File: src/hw/rtl/swba_pkg.sv
// ----------------------------------------------------------------------------
// swba_pkg
// shared constants, types and state codes of the sorted window block average
// ----------------------------------------------------------------------------
package swba_pkg;

  localparam int RES_BLOCK_DEF   = 100;
  localparam int CUR_BLOCK_DEF   = 30;
  localparam int WINDOW_LEN_DEF  = 10;
  localparam int SAMPLE_BITS_DEF = 16;

  localparam int OUT_MEAN_W = 16;
  localparam int IN_SAMPLE_W = 16;

  localparam int CFG_W = 7;
  localparam logic [CFG_W-1:0] WINDOW_START_RESET = 7'd40;

  localparam int ADDR_W = 3;
  localparam logic REG_WINDOW_START = 1'b0;

  typedef struct packed {
    logic insert;
    logic shift;
    logic clear;
  } swba_cell_ctrl_t;

  typedef enum logic [4:0] {
    ST_IDLE    = 5'b00001,
    ST_DRAIN   = 5'b00010,
    ST_DIV_RES = 5'b00100,
    ST_DIV_CUR = 5'b01000,
    ST_FINISH  = 5'b10000
  } swba_state_t;

endpackage

File: src/hw/rtl/swba_div.sv
// ----------------------------------------------------------------------------
// swba_div
// division by a block length through a reciprocal multiply; the product
// and done are registered on start
// ----------------------------------------------------------------------------
module swba_div
  import swba_pkg::*;
#(
  parameter int DW   = 24,
  parameter int SH_W = 6
) (
  input  logic            clk,
  input  logic            rst_n,
  input  logic            start,
  input  logic [DW-1:0]   dividend,
  input  logic [DW:0]     recip,
  input  logic [SH_W-1:0] shift,
  output logic            done,
  output logic [DW-1:0]   quotient
);

  localparam int PW = 2 * DW + 1;

  logic [PW-1:0] prod_r, prod_nxt;
  logic          done_r, done_nxt;

  // recip is the rounded-up reciprocal scaled by 2**shift, exact for any
  // dividend of DW bits
  always_comb begin
    prod_nxt = prod_r;
    done_nxt = start;
    if (start) begin
      prod_nxt = PW'(dividend) * PW'(recip);
    end
  end

  always_ff @(posedge clk) begin
    if (!rst_n) begin
      done_r <= 1'b0;
    end else begin
      done_r <= done_nxt;
    end
  end

  always_ff @(posedge clk) begin
    prod_r <= prod_nxt;
  end

  assign done     = done_r;
  assign quotient = DW'(prod_r >> shift);

endmodule

File: config.mk
export PLATFORM = sky130hd
export DESIGN_NAME = swba_div
export DESIGN_NICKNAME = d
export VERILOG_FILES = /design/src/hw/rtl/swba_pkg.sv /design/src/hw/rtl/swba_div.sv
export SDC_FILE = /design/constraint.sdc
export NUM_CORES = 2
export LEC_CHECK = 0
export BUFFER_PORTS_ARGS = -buffer_cell sky130_fd_sc_hd__buf_2
export CAP_MARGIN = 25
export CORE_MARGIN = 2
export CORE_UTILIZATION = 53
export DETAILED_ROUTE_END_ITERATION = 16
export GPL_TIMING_DRIVEN = 0
export PLACE_DENSITY = 0.7
export SYNTH_ARGS = -nofsm -noshare
export SYNTH_HDL_FRONTEND = slang
export SYNTH_SLANG_ARGS = --single-unit
File: constraint.sdc
create_clock -name clk -period 8.37 [get_ports clk]
set_input_delay 0.4185 -clock clk [delete_from_list [all_inputs] [get_ports clk]]
set_output_delay 0.4185 -clock clk [all_outputs]
set_load 0.02 [all_outputs]
==> flow_metrics.tcl <==
set metrics [dict create \
    status "finished clean" \
    final_nets 3505 \
    async_reset_ff_share_pct 0 \
    antenna_found_initial 6 \
    die_x_um 216.0 \
    tightest_slew_ns 1.034 \
    grt_overflow 0 \
    h-tree-depth 2 \
    dpl.hpwl_mm 62.98 \
    ys_types 69 \
    clkTransAtPathRegs_ns 0.07 \
    end_kind "flip-flop" \
    rsz0062_at_grt "false" \
    fin_setup_tns_ns 0 \
    drive_gt1_share_pct 5.670 \
    clock-root-buffer "clkbuf_16" \
    grt_pass1_wl_mm 113.3 \
    cp_data_required_time_ns 8.39 \
    start_util_pct 53.74 \
    synthTopCellsByCount "579 x inv_1, 504 x fa_1, 412 x nand2_1" \
    ctsResizeCount 0 \
    cts.sinks 50 \
    grt_max_degree 51 \
    ys_seq_elements 50 \
    hp-class "in -> reg" \
    wl_per_cell_um 22.32 \
    coreArea_mm2 0.04432 \
    post-route-min-period_ns 8.063 \
    drc 0 \
    slew_violations 0 \
    synth_edf_count 49 \
    yosys_warnings 0 \
    path_class "in -> reg" \
    max_freq_mhz 124.0 \
    cp_max_fo 10 \
    vias 19250 \
    synth_area_mm2 0.02382 \
    syn_inst 2687 \
    crit_buf_inv 8 \
    worst-path-stages 26 \
    timing.slew.headroom_pct 31.07 \
    io_buffer_count 73 \
    row_count 77 \
    gp_congestion 1.013 \
    critPathTopFamily "adder cells" \
    fp.dieH_um 216.0 \
    routed_via_density 5.727 \
    setup_ws_ns 0.3071 \
    crit_path_max_incr_delay_ns 0.75 \
    synthesis.nets 3424 \
    drt_pass1_iterations 8 \
    start_kind "input port" \
    setup_viol 0 \
    cp_common_cell "fa_1" \
    yosys.area.top_type "fa_1" \
    cts_setup_buffers 0 \
    drtIter0Drc 1545 \
    dieArea_mm2 0.04665 \
    synth.most_common_cell "inv_1" \
    fin_crit_sh_pct 96.33 \
    wl_mm 75.03 \
    syn_avg_cell_area_um2 8.864 \
    antenna_left 0 \
    synthTopCellsByArea "fa_1 42%, ha_1 9.2%, inv_1 9.1%" \
    grt_pass1_vias 19660 \
    grt_usage_pct 32.44 \
    clock_path_buffers 2 \
    area_growth_pct 5.348 \
    cap_violations 0 \
    cp.arrival_ns 8.08 \
    synth_top_area_share_pct 42.36 \
    place_ws_ns 0.09511 \
    ys.flop_type "edfxtp_1" \
    cp_slowest_cell "clkbuf_1" \
    finalHoldViolCount 0 \
    cts_buffers 5 \
    min_path_cells 2 \
    synth-seq-area-share_pct 6.262 \
    holdBufCountCts 0 \
    io_pins 83 \
    cts_tree "yes" \
]
per-stage QoR:
stage	cells	area, um2	util [%]	hold slack, ns
floorplan	2687	23820	-	0.5310
global placement	3352	24920	56.24	0.6233
detailed placement	3352	24920	56.24	0.6325
CTS	3360	25070	56.56	0.3243
global route	3361	25090	56.61	0.3318
finish	3362	25090	56.61	0.3277
flip-flops by register name, indices dropped and copies added, names as in the netlist:
name    count
done        1
prod_r     49
layout make-up:
class	instances	area, um2
diodes	1	2.502
plain buffers	158	678.2
clock buffers	6	128.9
clock inverters	2	15.01
fillers	4061	19230
inverters	581	2181
multi-input cells	1898	19470
flip-flops and latches	50	1491
well taps	592	740.7
repair buffers	74	385.4
per-layer routing:
| layer | routed length [um] | part of all wire [%] | up-vias | global-route usage (%) |
|---|---|---|---|---|
| met2 | 33650 | 45 | 958 | 50.31 |
| met4 | 3885 | 5.2 | 12 | 14.02 |
| met1 | 29250 | 39 | 9771 | 43.33 |
| li1 | - | - | 8295 | - |
| met3 | 8112 | 11 | 217 | 8.288 |
| met5 | 124 | 0.17 | - | 0 |
cell usage in the layout, fill, tap and decap left out, types with 10 or more instances in the layout:
cell and count:
xor2_1 13, ha_1 175, mux4_2 21, buf_2 86, and2_1 307, edfxtp_1 49, clkbuf_1 133, nand2_1 412
o22ai_1 12, a211oi_1 17, nor3_1 13, a31oi_1 10, nand3_1 12, nor2_1 55, o21ai_0 43, fa_1 504
mux2i_1 48, inv_1 579, mux2_2 14, a21oi_1 90, xnor2_1 32, a21o_1 26
worst paths after layout:
check,end,slack (ns),startpoint
max,prod_r[48]$_DFFE_PP_,0.31,dividend[5]
min,done$_SDFF_PN0_,0.33,rst_n
cells by family (layout without fill, tap and decap cells):
| kind of cell | Yosys count | in the layout | share of synthesized area (%) |
|---|---|---|---|
| AO/OA/AOI/OAI | 255 | 255 | 6.877 |
| XOR/XNOR | 45 | 45 | 1.655 |
| adder cells (fa/ha/maj) | 679 | 679 | 51.56 |
| buffers and inverters | 739 | 821 | 12.00 |
| flip-flops | 50 | 50 | 6.262 |
| multiplexers | 83 | 83 | 4.665 |
| other | 0 | 1 | 0 |
| AND/OR/NAND/NOR | 836 | 836 | 16.98 |
Power is left out: the tool's default activity adds up to more than one toggle a clock period on the data nets, which glitch-free logic cannot reach.
