`src/hw/rtl/swba_pkg.sv`:
```
// ----------------------------------------------------------------------------
// swba_pkg
// shared constants, types and state codes of the sorted window block average
// ----------------------------------------------------------------------------
package swba_pkg;

  localparam int RES_BLOCK_DEF   = 100;
  localparam int CUR_BLOCK_DEF   = 30;
  localparam int WINDOW_LEN_DEF  = 10;
  localparam int SAMPLE_BITS_DEF = 16;

  localparam int OUT_MEAN_W = 16;
  localparam int IN_SAMPLE_W = 16;

  localparam int CFG_W = 7;
  localparam logic [CFG_W-1:0] WINDOW_START_RESET = 7'd40;

  localparam int ADDR_W = 3;
  localparam logic REG_WINDOW_START = 1'b0;

  typedef struct packed {
    logic insert;
    logic shift;
    logic clear;
  } swba_cell_ctrl_t;

  typedef enum logic [4:0] {
    ST_IDLE    = 5'b00001,
    ST_DRAIN   = 5'b00010,
    ST_DIV_RES = 5'b00100,
    ST_DIV_CUR = 5'b01000,
    ST_FINISH  = 5'b10000
  } swba_state_t;

endpackage

```
`src/hw/rtl/swba_cell.sv`:
```
// ----------------------------------------------------------------------------
// swba_cell
// one cell of the sorting chain: holds one sample and its valid bit
// ----------------------------------------------------------------------------
module swba_cell
  import swba_pkg::*;
#(
  parameter int SAMPLE_BITS = SAMPLE_BITS_DEF
) (
  input  logic                   clk,
  input  logic                   rst_n,
  input  swba_cell_ctrl_t        ctrl,
  input  logic [SAMPLE_BITS-1:0] sample,
  input  logic [SAMPLE_BITS-1:0] prev_val,
  input  logic                   prev_vld,
  input  logic                   prev_take,
  input  logic [SAMPLE_BITS-1:0] up_val,
  input  logic                   up_vld,
  output logic [SAMPLE_BITS-1:0] val,
  output logic                   vld,
  output logic                   take
);

  logic [SAMPLE_BITS-1:0] val_r, val_nxt;
  logic                   vld_r, vld_nxt;

  // an equal sample goes after the stored one
  assign take = !vld_r || (val_r > sample);

  always_comb begin
    val_nxt = val_r;
    vld_nxt = vld_r;
    if (ctrl.clear) begin
      vld_nxt = 1'b0;
    end else if (ctrl.shift) begin
      val_nxt = up_val;
      vld_nxt = up_vld;
    end else if (ctrl.insert) begin
      if (prev_take) begin
        val_nxt = prev_val;
        vld_nxt = prev_vld;
      end else if (take) begin
        val_nxt = sample;
        vld_nxt = 1'b1;
      end
    end
  end

  always_ff @(posedge clk) begin
    if (!rst_n) begin
      vld_r <= 1'b0;
    end else begin
      vld_r <= vld_nxt;
    end
  end

  always_ff @(posedge clk) begin
    val_r <= val_nxt;
  end

  assign val = val_r;
  assign vld = vld_r;

endmodule

```
`config.mk`:
```
export PLATFORM = sky130hd
export DESIGN_NAME = swba_cell
export DESIGN_NICKNAME = d
export VERILOG_FILES = /design/src/hw/rtl/swba_pkg.sv /design/src/hw/rtl/swba_cell.sv
export SDC_FILE = /design/constraint.sdc
export NUM_CORES = 1
export LEC_CHECK = 0
export BUFFER_PORTS_ARGS = -buffer_cell sky130_fd_sc_hd__buf_2
export CELL_PAD_IN_SITES_DETAIL_PLACEMENT = 2
export CELL_PAD_IN_SITES_GLOBAL_PLACEMENT = 2
export CORE_ASPECT_RATIO = 1.1
export CORE_MARGIN = 5
export CORE_UTILIZATION = 26
export DETAILED_ROUTE_END_ITERATION = 16
export PLACE_DENSITY = 0.95
export SLEW_MARGIN = 20
export SYNTH_ARGS = -nofsm -noshare
export SYNTH_HDL_FRONTEND = slang
export SYNTH_SLANG_ARGS = --single-unit
export TNS_END_PERCENT = 5
```
`constraint.sdc`:
```
create_clock -name clk -period 6.4 [get_ports clk]
set_clock_uncertainty 0.2 [all_clocks]
set_input_delay 1.28 -clock clk [delete_from_list [all_inputs] [get_ports clk]]
set_output_delay 1.28 -clock clk [all_outputs]
set_load 0.005 [all_outputs]
```
==> metrics.csv <==
stage,metric,value,unit
timing,slew_viol_final,0,
timing,timing.fmax,0.224,GHz
critical_path,reg2reg_slack,3.64,ns
timing,hold_violations,0,
timing,final.setup.tns,0,ns
synth,syn_inst,135,
cells_and_area,final_nets,280,
cells_and_area,antenna_cells,0,
cells_and_area,fill_cells,553,
cells_and_area,final_common_cell,buf_2,
floorplanning,coreArea,4720,µm²
synth,syn_avg_cell_area,9.51,µm²
timing,slew_headroom,0.486,
synth,yosysUniqueCellTypes,26,
global_route,track_usage,0.120,
placement,place.gp.congestion,0.665,
route,drt_first_pass_iters,4,
min_path,hold_depth,4,
route,drtIter0Drc,20,
route,drt-vias-per-instance,4.84,
min_path,hp-class,register to register,
placement,post-dp-hpwl,3.28,mm
timing,setup_viol,0,
synth,netlist_area,1280,µm²
route,vias,1274,
critical_path,end_kind,primary output,
global_route,grt_pass1_wl,6.38,mm
critical_path,reg2reg_to,val[4],
clocking,root_buffer,clkbuf_8,
min_path,hold_end,vld,
global_route,antenna_found_initial,0,
floorplanning,rows,26,
clocking,clk_path_buf_depth,2,
clocking,clock-sinks,17,
timing,fin_crit,4.47,ns
critical_path,worst_ep_required_time,4.92,ns
critical_path,r2r_cells,7,
critical_path,cp.arrival,2.99,ns
clocking,post_cts_buffers,0,
synth,ys_seq_elements,17,
cells_and_area,layout_common_cells,"buf_2, nand2_1",
placement,preCtsSetupSlack,1.93,ns
floorplanning,die_w,77.0,µm
timing,worst_slew_pin_slew,0.751,ns
min_path,worst_hold_startpoint,vld,
synth,syn-num-nets,207,
cells_and_area,drive_gt1_frac,0.382,
critical_path,reg2reg_from,val[14],
synth,yosysWarnings,0,
cells_and_area,fin_util,0.371,
route,wl_per_cell,14.9,µm
placement,portBuffers,73,
route,antenna_left,0,
run,max-cap-violations,0,
clocking,ctsResizeCount,0,
global_route,overflow,0,
clocking,numCtsBuffers,3,
critical_path,worst-setup-path-type,input pin to primary output,
critical_path,cp_max_fo,2,
global_route,grt_max_degree,37,
pwr,power.density,168,nW/µm²
critical_path,critPathLaunchType,input pin,
clocking,clk_pin_slew_worst_paths,0.07,ns
route,drt_wl_total,3.92,mm
timing,rsz0062_at_grt,no,
clocking,cts_hold_buf,0,
clocking,htreeDepth,1,
timing,fin_crit_sh,0.699,
global_route,grt_pass1_vias,1395,
status,status,"finished, final reports clean",
pwr,ir_drop,0.0760,mV
route,drc,0,
floorplanning,dieArea,6440,µm²
floorplanning,start_util,0.272,
timing,setup_ws,1.93,ns
floorplanning,die_y,83.7,µm
synth,synth-seq-area-share,0.390,
pwr,cellLeakagePower,0.000912,µW
floorplanning,boundaryPins,74,
clocking,cts_tree,yes,
clocking,insertion_delay,0.25,ns
cells_and_area,area_growth,36.5,%
-- report_power, final --
part | total [µW] | leakage (µW) | switching, µW | internal, µW
sequential | 135 | 0.000163 | 3.79 | 132
clock | 82.3 | 0.0000228 | 38.1 | 44.2
combinational | 77.1 | 0.000726 | 39.0 | 38.1
total | 295 | 0.000912 | 80.9 | 214
-- cells in the mapped netlist --
master / instances / area share
dfxtp_1: 1 / 0.016
a211oi_1: 1 / 0.0059
mux2i_1: 16 / 0.12
nor2b_1: 1 / 0.0049
ha_1: 16 / 0.16
nor4_1: 1 / 0.0049
a2111o_1: 1 / 0.0088
o31ai_2: 1 / 0.0097
and4_1: 1 / 0.0068
a2111oi_0: 1 / 0.0068
nor3_1: 1 / 0.0039
nand2_1: 21 / 0.061
a21oi_1: 5 / 0.019
nand3_1: 1 / 0.0039
buf_2: 2 / 0.0078
clkbuf_1: 4 / 0.012
o211ai_1: 1 / 0.0059
nand4_1: 2 / 0.0097
nor3b_1: 2 / 0.012
inv_1: 16 / 0.047
nor2_1: 3 / 0.0088
edfxtp_1: 16 / 0.37
a21boi_1: 1 / 0.0059
o22ai_1: 1 / 0.0049
a21o_1: 3 / 0.018
o21ai_1: 16 / 0.062
-- metal layers --
metal	track usage	routed length [µm]	vias to the layer above	part of all wire
li1	-	-	628	-
met1	0.134	1620	595	0.41
met2	0.218	1990	46	0.51
met3	0.0400	276	5	0.070
met4	0.0281	32	0	0.0082
met5	0	0	-	0
-- flip-flops by register name (all words and copies together) (netlist names) --
name and cells:
vld 1, val 16
-- layout make-up --
type,count,area (µm²),area share
inverter,16,60.1,0.0343
clock buffer,4,45.0,0.0257
tap,56,70.1,0.0400
multi-input combinational,96,703,0.401
sequential,17,500,0.286
timing repair buffer,74,373,0.213
-- metrics by stage --
step	std cells	power [µW]	hold slack [ns]	cell area (µm²)
after CTS	263	301	0.571	1750
final	263	295	0.562	1750
after global routing	263	317	0.628	1750
after global placement	259	213	0.551	1710
after detailed placement	259	217	0.562	1710
after floorplan	135	179	0.518	1280
-- critical path, stage by stage --
cell,delay [ns]
buf_2,0.09
inv_1,0.04
ha_1,0.30
a21o_1,0.16
a21o_1,0.17
a2111o_1,0.42
o31ai_2,0.32
nand2_1,0.08
buf_2,0.14
-- worst max-delay path by stage --
| stage | startpoint | endpoint | slack [ns] | cells past startpoint |
|---|---|---|---|---|
| floorplan | sample[15] | val[0] | 2.17 | 7 |
| global placement | sample[5] | take | 1.95 | 9 |
| detailed placement | sample[13] | take | 1.93 | 9 |
| CTS | sample[13] | take | 1.90 | 9 |
| global route | sample[15] | take | 1.77 | 9 |
| finish | sample[13] | take | 1.93 | 9 |
-- kinds of logic (layout without fill, tap and decap cells) --
| group | count (synthesis) | after routing | synth area share |
|---|---|---|---|
| buffers and inverters | 22 | 94 | 0.0663 |
| muxes | 16 | 16 | 0.125 |
| adders and majority gates | 16 | 16 | 0.156 |
| DFF | 17 | 17 | 0.390 |
| and+or+nand+nor | 33 | 33 | 0.116 |
| AOI/OAI and AO/OA | 31 | 31 | 0.147 |
Power figures use the tool's default switching activity.
